`config.mk`:
```
export PLATFORM = sky130hd
export DESIGN_NAME = daily_temperature_window_and_vpd_core
export DESIGN_NICKNAME = d
export VERILOG_FILES = /design/src/rtl/dtw_pkg.sv /design/src/rtl/daily_temperature_window_and_vpd_core.sv /design/src/rtl/dtw_magnus.sv
export SDC_FILE = /design/constraint.sdc
export NUM_CORES = 2
export LEC_CHECK = 0
export ABC_AREA = 1
export ABC_CLOCK_PERIOD_IN_PS = 8400
export BUFFER_PORTS_ARGS = -buffer_cell sky130_fd_sc_hd__buf_2
export CORE_UTILIZATION = 30
export DETAILED_ROUTE_END_ITERATION = 8
export GPL_ROUTABILITY_DRIVEN = 0
export SYNTH_ARGS = -nofsm -noshare
export SYNTH_HDL_FRONTEND = slang
export SYNTH_HIERARCHICAL = 1
export SYNTH_SLANG_ARGS = --single-unit
```
`constraint.sdc`:
```
create_clock -name clk -period 8.4 [get_ports clk]
set_input_delay 2.1 -clock clk [delete_from_list [all_inputs] [get_ports clk]]
set_output_delay 2.1 -clock clk [all_outputs]
set_load 0.01 [all_outputs]
```
`src/rtl/dtw_pkg.sv`:
```
package dtw_pkg;

	localparam int WINDOW_DAYS_DEF = 15;

	localparam int KELVIN_W  = 15;
	localparam int CELSIUS_W = 16;
	localparam int TOTAL_W   = 20;
	localparam int DEFICIT_W = 22;
	localparam int TERM_W    = 45;
	localparam int CFG_IDX_W = 8;
	localparam int CFG_DAT_W = 22;

	localparam logic signed [CELSIUS_W-1:0] KELVIN_OFFSET = 16'sd17482;
	localparam logic [DEFICIT_W-1:0] DEFICIT_MAX = 22'd4194303;

	typedef enum logic [CFG_IDX_W-1:0] {
		CFG_WINDOW_THRESHOLD = 8'd0,
		CFG_DEFICIT_FLOOR    = 8'd1
	} cfg_index_t;

	typedef struct packed {
		logic                start;
		logic [KELVIN_W-1:0] kelvin;
	} mag_req_t;

	typedef struct packed {
		logic              busy;
		logic              done;
		logic [TERM_W-1:0] term;
	} mag_rsp_t;

	typedef struct packed {
		logic signed [32:0] mul;
		logic [5:0]         sh;
	} recip_t;

	// Exact division by 1 to 6 for 32-bit dividends: multiply, then shift.
	function automatic recip_t recip(input logic [2:0] k);
		recip_t r;
		unique case (k)
			3'd2:    begin r.mul = 33'sd1;          r.sh = 6'd1;  end
			3'd3:    begin r.mul = 33'sd2863311531; r.sh = 6'd33; end
			3'd4:    begin r.mul = 33'sd1;          r.sh = 6'd2;  end
			3'd5:    begin r.mul = 33'sd3435973837; r.sh = 6'd34; end
			3'd6:    begin r.mul = 33'sd2863311531; r.sh = 6'd34; end
			default: begin r.mul = 33'sd1;          r.sh = 6'd0;  end
		endcase
		return r;
	endfunction

endpackage

```
`src/rtl/daily_temperature_window_and_vpd_core.sv`:
```
// Takes one day per input word (dewpoint, maximum and minimum temperature in kelvin with six
// fraction bits) and returns one word with the window flag, the saturated window sum of Celsius
// means, the daily mean, the clamped dewpoint and the vapor pressure deficit in 1/16 Pa. Two
// Magnus terms are evaluated one after the other on a single sequenced unit, each a 38-step
// restoring division followed by fifteen passes through one shared 33 by 33 bit multiplier.
// The input is not ready while a day is in work; a finished word waits in the output register
// while the next day is taken.
module daily_temperature_window_and_vpd_core #(
	parameter int WINDOW_DAYS = dtw_pkg::WINDOW_DAYS_DEF
) (
	input  logic        clk,
	input  logic        arst_n,
	input  logic        s_tvalid,
	output logic        s_tready,
	input  logic [47:0] s_tdata,  // dewpoint_kelvin, max_kelvin, min_kelvin, zero fill
	output logic        m_tvalid,
	input  logic        m_tready,
	output logic [71:0] m_tdata,  // window_total, mean_kelvin, dewpoint_used, deficit
	output logic [0:0]  m_tuser,  // transpiring
	input  logic        cfg_valid,
	output logic        cfg_ready,
	input  logic [dtw_pkg::CFG_IDX_W-1:0] cfg_index,
	input  logic [dtw_pkg::CFG_DAT_W-1:0] cfg_data
);
	import dtw_pkg::*;

	localparam int HEAD_W = (WINDOW_DAYS > 1) ? $clog2(WINDOW_DAYS) : 1;
	localparam int DAYS_W = $clog2(WINDOW_DAYS + 1);
	localparam int SUM_W  = CELSIUS_W + DAYS_W;
	localparam int EXT_W  = (SUM_W > TOTAL_W + 1) ? SUM_W : TOTAL_W + 1;

	typedef enum logic [4:0] {
		ST_IDLE = 5'b00001,
		ST_UPD  = 5'b00010,
		ST_MEAN = 5'b00100,
		ST_DEW  = 5'b01000,
		ST_OUT  = 5'b10000
	} state_t;

	state_t state_q;
	logic signed [CELSIUS_W-1:0] ring_q [WINDOW_DAYS];
	logic signed [CELSIUS_W-1:0] old_q;
	logic [HEAD_W-1:0] head_q;
	logic [DAYS_W-1:0] days_q;
	logic signed [SUM_W-1:0] sum_q;
	logic signed [TOTAL_W-1:0] thresh_q;
	logic [DEFICIT_W-1:0] floor_q;
	logic [KELVIN_W-1:0] mean_q, dew_q;
	logic [TERM_W-1:0] em_q, ed_q;
	logic [TOTAL_W-1:0] total_o_q;
	logic [KELVIN_W-1:0] mean_o_q, dew_o_q;
	logic [DEFICIT_W-1:0] def_o_q;
	logic flag_o_q, m_valid_q;

	logic [KELVIN_W-1:0] in_dew, in_max, in_min, in_mean, dew_clamp;
	logic [KELVIN_W:0] in_add;
	logic signed [CELSIUS_W-1:0] cel;
	logic signed [SUM_W-1:0] sum_next;
	logic signed [EXT_W-1:0] sum_ext;
	logic signed [TOTAL_W-1:0] total;
	logic [TERM_W-1:0] diff;
	logic [DEFICIT_W-1:0] deficit;
	logic full, accept, out_free;
	mag_req_t mreq;
	mag_rsp_t mrsp;

	assign in_dew  = s_tdata[14:0];
	assign in_max  = s_tdata[29:15];
	assign in_min  = s_tdata[44:30];
	assign in_add  = {1'b0, in_max} + {1'b0, in_min};
	assign in_mean = in_add[KELVIN_W:1];

	always_comb begin
		if (in_dew >= in_mean) begin
			dew_clamp = (in_mean >= 15'd64) ? in_mean - 15'd64 : '0;
		end else if (in_min >= 15'd256 && in_dew < in_min - 15'd256) begin
			dew_clamp = in_min - 15'd256;
		end else begin
			dew_clamp = in_dew;
		end
	end

	assign full = days_q == DAYS_W'(WINDOW_DAYS);
	assign cel = $signed({1'b0, mean_q}) - KELVIN_OFFSET;
	assign sum_next = sum_q + SUM_W'(cel) - (full ? SUM_W'(old_q) : SUM_W'(0));
	assign sum_ext = EXT_W'(sum_q);

	always_comb begin
		if (sum_ext > EXT_W'(524287)) begin
			total = 20'sd524287;
		end else if (sum_ext < -EXT_W'(524288)) begin
			total = -20'sd524288;
		end else begin
			total = sum_ext[TOTAL_W-1:0];
		end
	end

	assign diff = (em_q > ed_q) ? em_q - ed_q : '0;
	always_comb begin
		if (diff[TERM_W-1:8] < (TERM_W-8)'(floor_q)) begin
			deficit = '0;
		end else if (diff[TERM_W-1:8] > (TERM_W-8)'(DEFICIT_MAX)) begin
			deficit = DEFICIT_MAX;
		end else begin
			deficit = diff[DEFICIT_W+7:8];
		end
	end

	assign s_tready = state_q == ST_IDLE;
	assign accept   = s_tvalid && s_tready;
	assign out_free = !m_valid_q || m_tready;
	assign cfg_ready = 1'b1;

	always_comb begin
		mreq.start  = 1'b0;
		mreq.kelvin = mean_q;
		unique case (state_q)
			ST_UPD: mreq.start = 1'b1;
			ST_DEW: begin
				mreq.kelvin = dew_q;
				mreq.start  = !mrsp.busy;
			end
			default: begin
			end
		endcase
	end

	dtw_magnus u_magnus (
		.clk    (clk),
		.arst_n (arst_n),
		.req    (mreq),
		.rsp    (mrsp)
	);

	always_ff @(posedge clk) begin
		old_q <= ring_q[head_q];
		if (state_q == ST_UPD) ring_q[head_q] <= cel;
	end

	always_ff @(posedge clk) begin
		if (accept) begin
			mean_q <= in_mean;
			dew_q  <= dew_clamp;
		end
		if (state_q == ST_MEAN && mrsp.done) em_q <= mrsp.term;
		if (state_q == ST_DEW && mrsp.done) ed_q <= mrsp.term;
		if (state_q == ST_OUT && out_free) begin
			flag_o_q  <= total >= thresh_q;
			total_o_q <= total;
			mean_o_q  <= mean_q;
			dew_o_q   <= dew_q;
			def_o_q   <= deficit;
		end
	end

	always_ff @(posedge clk or negedge arst_n) begin
		if (!arst_n) begin
			state_q   <= ST_IDLE;
			head_q    <= '0;
			days_q    <= '0;
			sum_q     <= '0;
			thresh_q  <= '0;
			floor_q   <= '0;
			m_valid_q <= 1'b0;
		end else begin
			if (cfg_valid && cfg_ready) begin
				if (cfg_index == CFG_WINDOW_THRESHOLD) thresh_q <= cfg_data[TOTAL_W-1:0];
				if (cfg_index == CFG_DEFICIT_FLOOR) floor_q <= cfg_data;
			end
			if (state_q == ST_OUT && out_free) begin
				m_valid_q <= 1'b1;
			end else if (m_tready) begin
				m_valid_q <= 1'b0;
			end
			unique case (state_q)
				ST_IDLE: if (accept) state_q <= ST_UPD;
				ST_UPD: begin
					sum_q  <= sum_next;
					head_q <= (head_q == HEAD_W'(WINDOW_DAYS - 1)) ? '0 : head_q + 1'b1;
					if (!full) days_q <= days_q + 1'b1;
					state_q <= ST_MEAN;
				end
				ST_MEAN: if (mrsp.done) state_q <= ST_DEW;
				ST_DEW:  if (mrsp.done) state_q <= ST_OUT;
				ST_OUT: begin
					if (out_free) state_q <= ST_IDLE;
				end
				default: state_q <= ST_IDLE;
			endcase
		end
	end

	assign m_tvalid = m_valid_q;
	assign m_tdata  = {def_o_q, dew_o_q, mean_o_q, total_o_q};
	assign m_tuser  = flag_o_q;

	a_one_day: assert property (@(posedge clk) disable iff (!arst_n)
		accept |=> !s_tready)
		else $error("input taken while a day is in work");

	a_days_range: assert property (@(posedge clk) disable iff (!arst_n)
		days_q <= DAYS_W'(WINDOW_DAYS))
		else $error("day count beyond window");

	a_term_idle: assert property (@(posedge clk) disable iff (!arst_n)
		(state_q == ST_IDLE || state_q == ST_OUT) |-> !mrsp.busy)
		else $error("Magnus unit busy outside its phases");

endmodule

```
`src/rtl/dtw_magnus.sv`:
```
module dtw_magnus (
	input  logic               clk,
	input  logic               arst_n,
	input  dtw_pkg::mag_req_t  req,
	output dtw_pkg::mag_rsp_t  rsp
);
	import dtw_pkg::*;

	typedef enum logic [9:0] {
		M_IDLE = 10'b0000000001,
		M_DIV  = 10'b0000000010,
		M_YQ   = 10'b0000000100,
		M_U    = 10'b0000001000,
		M_UL   = 10'b0000010000,
		M_HT   = 10'b0000100000,
		M_HQ   = 10'b0001000000,
		M_TA   = 10'b0010000000,
		M_E    = 10'b0100000000,
		M_FIN  = 10'b1000000000
	} mstate_t;

	localparam logic [31:0] ONE_Q30 = 32'h4000_0000;

	mstate_t state_q;
	logic [37:0] dvd_q;
	logic [20:0] rem_q;
	logic [19:0] den_q;
	logic        neg_q;
	logic [5:0]  cnt_q;
	logic signed [17:0] ip_q;
	logic [29:0] u_q;
	logic [31:0] t_q;
	logic [2:0]  k_q;
	logic signed [65:0] prod_q;

	logic signed [24:0] num;
	logic [21:0] mag;
	logic [20:0] rem_sh;
	logic        fits;
	logic [37:0] quo_adj;
	logic signed [32:0] xq;
	logic signed [32:0] mul_a, mul_b;
	logic [63:0] quot_sh;
	logic [31:0] t_next;
	logic signed [18:0] shift_e;
	logic [TERM_W-1:0] term;
	recip_t rc;

	assign num = 25'sd150 * $signed({10'd0, req.kelvin}) - 25'sd2622240;
	assign mag = num[24] ? 22'(-num) : 22'(num);
	assign rem_sh = {rem_q[19:0], dvd_q[37]};
	assign fits = rem_sh >= {1'b0, den_q};
	assign quo_adj = dvd_q + {37'd0, (rem_q != '0)};
	assign xq = neg_q ? -$signed(quo_adj[32:0]) : $signed(dvd_q[32:0]);
	assign rc = recip(k_q);
	assign quot_sh = prod_q[63:0] >> rc.sh;
	assign t_next = ONE_Q30 + quot_sh[31:0];
	assign shift_e = 19'sd22 - 19'(ip_q);

	always_comb begin
		if (shift_e <= 19'sd0) begin
			term = TERM_W'({DEFICIT_MAX, 8'd0});
		end else if (shift_e >= 19'sd64) begin
			term = '0;
		end else begin
			term = prod_q[44:0] >> shift_e[5:0];
		end
	end

	always_comb begin
		mul_a = '0;
		mul_b = '0;
		unique case (state_q)
			M_YQ: begin
				mul_a = xq;
				mul_b = 33'sd217706;
			end
			M_U: begin
				mul_a = $signed({17'd0, prod_q[31:16]});
				mul_b = 33'sd744261118;
			end
			M_HT: begin
				mul_a = $signed({3'd0, u_q});
				mul_b = $signed({1'b0, t_q});
			end
			M_HQ: begin
				mul_a = $signed({1'b0, prod_q[61:30]});
				mul_b = rc.mul;
			end
			M_E: begin
				mul_a = 33'sd9776;
				mul_b = $signed({1'b0, t_q});
			end
			default: begin
				mul_a = '0;
				mul_b = '0;
			end
		endcase
	end

	always_ff @(posedge clk) begin
		prod_q <= mul_a * mul_b;
		unique case (state_q)
			M_IDLE: begin
				dvd_q <= {mag, 16'd0};
				rem_q <= '0;
				den_q <= 20'(20 * 32'(req.kelvin) + 192);
				neg_q <= num[24];
			end
			M_DIV: begin
				dvd_q <= {dvd_q[36:0], fits};
				rem_q <= fits ? rem_sh - {1'b0, den_q} : rem_sh;
			end
			M_U: ip_q <= prod_q[49:32];
			M_UL: begin
				u_q <= prod_q[45:16];
				t_q <= ONE_Q30;
				k_q <= 3'd6;
			end
			M_TA: begin
				t_q <= t_next;
				k_q <= k_q - 3'd1;
			end
			default: begin
			end
		endcase
	end

	always_ff @(posedge clk or negedge arst_n) begin
		if (!arst_n) begin
			state_q <= M_IDLE;
			cnt_q   <= '0;
		end else begin
			unique case (state_q)
				M_IDLE: begin
					cnt_q <= 6'd37;
					if (req.start) state_q <= M_DIV;
				end
				M_DIV: begin
					cnt_q <= cnt_q - 6'd1;
					if (cnt_q == '0) state_q <= M_YQ;
				end
				M_YQ: state_q <= M_U;
				M_U:  state_q <= M_UL;
				M_UL: state_q <= M_HT;
				M_HT: state_q <= M_HQ;
				M_HQ: state_q <= M_TA;
				M_TA: state_q <= (k_q == 3'd1) ? M_E : M_HT;
				M_E:  state_q <= M_FIN;
				M_FIN: state_q <= M_IDLE;
				default: state_q <= M_IDLE;
			endcase
		end
	end

	assign rsp.busy = state_q != M_IDLE;
	assign rsp.done = state_q == M_FIN;
	assign rsp.term = term;

endmodule
```
# After elaboration in Yosys (flattened, before gate mapping)
# Memories as Yosys holds them, arrays and structs flattened. A register that Yosys moved wholly into a read port is not among the register bits.
# Cells that the tools add are included.
# classes
n_mul	3
n_bitwise	1
shifts	2
add_sub_neg	19
order_cmp	13
n_reduce_logical	20
n_eq_ne	31
mux	37
# ops
cell	n
38-bit one-hot mux with 5 select lines	1
33-bit one-hot mux with 5 select lines	1
45-bit 2-to-1 mux	3
32-bit one-hot mux with 4 select lines	1
10-bit one-hot mux with 9 select lines	1
38-bit one-hot mux with 2 select lines	1
33-bit by 33-bit multiplier with 64-bit output	1
32-bit one-hot mux with 2 select lines	1
64-bit by 6-bit >> shifter with 32-bit output	1
15-bit 2-to-1 mux	4
20-bit 2-to-1 mux	3
45-bit greater-than comparator	1
45-bit by 6-bit >> shifter with 45-bit output	1
45-bit subtractor	1
22-bit 2-to-1 mux	2
21-bit one-hot mux with 2 select lines	1
37-bit by 22-bit greater-than comparator with 1-bit output (second input constant)	1
37-bit by 22-bit < comparator with 1-bit output	1
33-bit by 1-bit adder with 33-bit output	1
33-bit 2-to-1 mux	1
33-bit negator	1
31-bit by 32-bit adder with 32-bit output (first input constant)	1
5-bit one-hot mux with 5 select lines	1
23-bit by 22-bit subtractor with 24-bit output (second input constant)	1
other kinds (68)	94
# totals
mem_bits_rw	240
memories	1
wordCells	154
output_inout_bits	76
inputBits	83
reg_bits	512
# memory_table
name	depth	width	read_ports	rd_ports_with_merged_regs	write_ports	line	text
ring_q	15	16	1	1	1	daily_temperature_window_and_vpd_core.sv:41	logic signed [CELSIUS_W-1:0] ring_q [WINDOW_DAYS];

# Logic depth before layout (Yosys ltp)
# depth
word_depth	7
mapped_depth	51
depth_no_buf	50

# Hierarchy
# Netlist, hierarchy kept.
# by_module_without_submodules
module	area_each_um2	instances	seq_area_each_um2	cells_each
dtw_magnus	55987.4	1	6517.5	6891
daily_temperature_window_and_vpd_core	27216.1	1	15225.9	2724

# Least setup slack after synthesis
# Ideal clock, no wire load.
# synth_timing
path_kind	reg-to-reg
from	register u_magnus.rem_q[6]
to	register u_magnus.prod_q[45]
t_required_ns	8.328
arrival_ns	9.001
slack_ns	-0.673
setup_time_ns	0.072
path_stages_with_launch	49
path_buffers	1
synth_period_minus_slack_ns	9.073
cell_sequence	edfxtp_1 -> nor4_1 -> nand4_1 -> nor2_1 -> ha_1 -> ha_1 -> inv_1 -> ha_1 -> inv_1 -> nand3_1 -> nand2_1 -> a21oi_2 -> o21ai_0 -> a21boi_1 -> o21ai_0 -> nand3_1 -> nand2_1 -> o21ai_0 -> [... 13 more ...] -> fa_1 -> fa_1 -> fa_1 -> inv_1 -> fa_1 -> inv_1 -> ha_1 -> nand2_1 -> nor2_1 -> nand2_1 -> nor4_1 -> a21oi_1 -> o21ai_1 -> a21oi_1 -> o21ai_1 -> nand2_1 -> nand2_1 -> xor2_1
# synth_between
elab_chain_cells	6
# synth_rtl
item	line	text
from (decl)	dtw_magnus.sv:26	logic [20:0] rem_q;
from (signal assigned)	dtw_magnus.sv:112	rem_q <= fits ? rem_sh - {1'b0, den_q} : rem_sh;
21-bit nonzero test	dtw_magnus.sv:53	assign quo_adj = dvd_q + {37'd0, (rem_q != '0)};
33-bit by 1-bit adder with 33-bit output	dtw_magnus.sv:53	
33-bit negator	dtw_magnus.sv:54	assign xq = neg_q ? -$signed(quo_adj[32:0]) : $signed(dvd_q[32:0]);
33-bit 2-to-1 mux	dtw_magnus.sv:54	
33-bit one-hot mux with 5 select lines	dtw_magnus.sv:73	unique case (state_q)
33-bit by 33-bit multiplier with 64-bit output	dtw_magnus.sv:102	prod_q <= mul_a * mul_b;
to (signal assigned)	dtw_magnus.sv:102	
to (decl)	dtw_magnus.sv:34	logic signed [65:0] prod_q;
# Every way passes these cells.
# A chain may end at the register's enable or synchronous reset.

# Worst setup path in the final report
# layout_timing
from	register u_magnus.rem_q[15]
to	register u_magnus.prod_q[62]
# Same word-level chain as after synthesis.

==> run metrics <==
Initial Utilization a little over 30%; Setup crit start kind register; Max Transition Viols Final 0; failing checks negative setup slack; Req. time, crit path approximately 9000 ps; wirelength, routed ~270 mm; pin count of the biggest net entering global routing 105; Core Util, Final about 37%; asr flop ratio synth between 10% and 20%; Pwr Density slightly below 400 mW/mm2; commonest non-fill, non-tap cell in the layout inv_1; Die Height around 530 um; Adder-Cell Fraction of Synth Area between 30% and 40%; IO Count about 160; most used cell, CP fa_1; simple-gate share of the synthesized area 16.0%; synthesized area 0.0832 mm2; number of synthesized flops with an enable pin between 500 and 600; post-synthesis xor/xnor area fraction 2.34%; highest-count cells in the layout ignoring fill and taps 1914 x inv_1, 1819 x nand2_1, 1067 x fa_1; Pint 0.0210 W; vias in the first global route 68232; crit path max fanout 10; Switching Fraction approximately 48%; worst stage delay on the critical path 620 ps; Worst R2R Path Depth 44; worst vdd ir approximately 1300 uV; Leak ~48 nW; antenna violations before repair 3; # diodes 0; Setup crit end kind register; detailed placement HPWL ~220 mm; clk root buf clkbuf_16; Clk pin slew, worst setup/hold paths 70 ps; Slew headroom 19.4%; P_sw 0.0193 W; Max-Cap Viols 0; mux contribution to synthesized area less than 1%; Worst Setup Slack, final -1340 ps; H-tree Lvls 3; Core Box Area ~0.27 mm2; Die Area ~0.28 mm2; # setup viols final between 40 and 50; crit path max-delay cell type fa_1; Tmin final between 9000 and 10000 ps; register area about 0.022 mm2; status finished with violations; Syn Inst Count 9615; Clk Latency, worst-skew pair between 700 and 800 ps; Layout area overhead 22.0%; CP Data Arrival Time 10310 ps; Sequential Power Share approximately 14%; Syn Area/Cell around 8.7 um2; kind of critical path register to register; period utilization 116%; Vias roughly 69000; R2R setup slack -1340 ps; Vias/cell around 4.8; total CTS buffers 80; Place WS -1730 ps; ys flop type edfxtp_1; hold_ws roughly 450 ps; compound-gate portion of the synthesized area under 10%; Total GRT Usage 19.0%; Gate power share 76.7%; RSZ-0062 raised after global routing yes; Worst Tran Pin Value around 1200 ps; Die Wd 529 um; share of layout cells above drive strength 1 19.1%; Post-CTS Hold Buffers 0; sequential area share after synthesis about a quarter; DRT iter0 DRCs between 5000 and 6000; largest family of logic cells by synthesized area adder cells; setup TNS -45340 ps; Placed Cells 14132; clock share of power under 10%; # rows 192; hold path depth 0; Fin Clk Skew around 64 ps; number of I/O port buffers approximately 150; Final ANT Viol Nets 0; average wire per standard cell between 15 and 20 um; Synth cell types 80; Final Hold Vio Count 0; flops & latches, synth ~770; global-route wire length before repair about 410 mm; clk sinks 766; yosys warns 6; Non-Filler Instances ~14000; Fillers 27993; first-pass detailed-route iteration total 6; fmax 103 MHz; DRC Markers 0; GRT overflow 0; nets between 10000 and 15000; Multi-input gate area around 0.055 mm2; clk buf depth 3; CTS tree done; hold crit path type register to register
[worst max-delay path: cells and delay by family (launching register included)]
| family | cells | cell delay, ps |
|---|---|---|
| xor gates and xnor gates | 2 | 290 |
| buffers and inverters | 9 | 840 |
| adders and majority gates | 12 | 4990 |
| AOI/OAI and AO/OA | 12 | 1740 |
| DFF | 1 | 420 |
| and+or+nand+nor | 9 | 1330 |
[registers in the layout, indices dropped and copies added, names as in the netlist, 16 cells and up]
name	flops
floor_q	22
ring_q	240
u_magnus/rem_q	21
def_o_q	22
total_o_q	20
u_magnus/u_q	30
u_magnus/t_q	32
ed_q	45
sum_q	20
old_q	16
u_magnus/dvd_q	38
thresh_q	20
em_q	45
u_magnus/ip_q	18
u_magnus/den_q	18
u_magnus/prod_q	64
[cell type report]
cell class                 instances  area share [%]
inverter                        2070            7.70
clock buffer                     100            2.12
sequential                       766            21.4
multi-input combinational       6486            53.9
clock inverter                    50           0.556
timing repair buffer            1205            9.77
tap                             3686            4.55
[kinds of logic after synthesis]
family	count (synthesis)
buf+inv	2413
mux	44
compound gates	1341
xor+xnor	217
fa+ha+maj	1610
flops	766
other cells	3
simple gates	3221
[stage by stage]
stage | power [W] | instance area [um2]
floorplan | 0.0232 | 83800
CTS | 0.0389 | 99800
detailed placement | 0.0346 | 96000
global placement | 0.0344 | 96000
finish | 0.0403 | 101000
global route | 0.0443 | 101000
[power groups by stage]
stage               Sequential [W]  Clock, W  Combinational, W
global placement           0.00576         0            0.0286
finish                     0.00570   0.00367            0.0309
CTS                        0.00569   0.00374            0.0295
floorplan                  0.00555         0            0.0177
global route               0.00574   0.00388            0.0347
detailed placement         0.00576         0            0.0289
[cells in the mapped netlist (all sizes together), types with 61 or more instances]
library cell,instances,area [um2]
nand4,64,407
a22oi,76,571
o21ai,450,2270
o211ai,65,498
nor2,801,3140
xnor2,86,753
dfxtp,80,1600
nand3,261,1390
buf,131,711
nand2,1947,7440
a21oi,529,2700
nor3,61,343
edfxtp,594,17800
xor2,130,1170
fa,1136,22700
dfrtp,90,2250
inv,2055,7720
clkbuf,212,797
ha,474,5930
[routing by layer]
layer	vias to the layer above	share of wire, %	track usage, %
met3	447	8.6	3.36
met5	-	0	0
met4	0	4.3	7.01
met2	2597	45	30.1
met1	33501	43	25.7
li1	31982	-	-
[final timing paths]
path,from,to
min,dew_q[8]$_DFFE_PP_,dew_o_q[8]$_DFFE_PP_
min in group asynchronous,arst_n,sum_q[16]$_DFFE_PN0P_
max,u_magnus/rem_q[15]$_SDFFCE_PN0P_,u_magnus/prod_q[62]$_DFF_P_
max in group asynchronous,arst_n,u_magnus/cnt_q[2]$_DFFE_PN0P_
min reg2reg,dew_q[8]$_DFFE_PP_,dew_o_q[8]$_DFFE_PP_
max reg2reg,u_magnus/rem_q[15]$_SDFFCE_PN0P_,u_magnus/prod_q[62]$_DFF_P_
[repair_timing]
action	CTS	global route
gates resized for setup	209	386
pin swaps	126	228
hold endpoints to repair	0	0
endpoints found under the setup margin	50	53
setup buffers	37	62
Note: power is estimated with default switching activity, not from simulation.
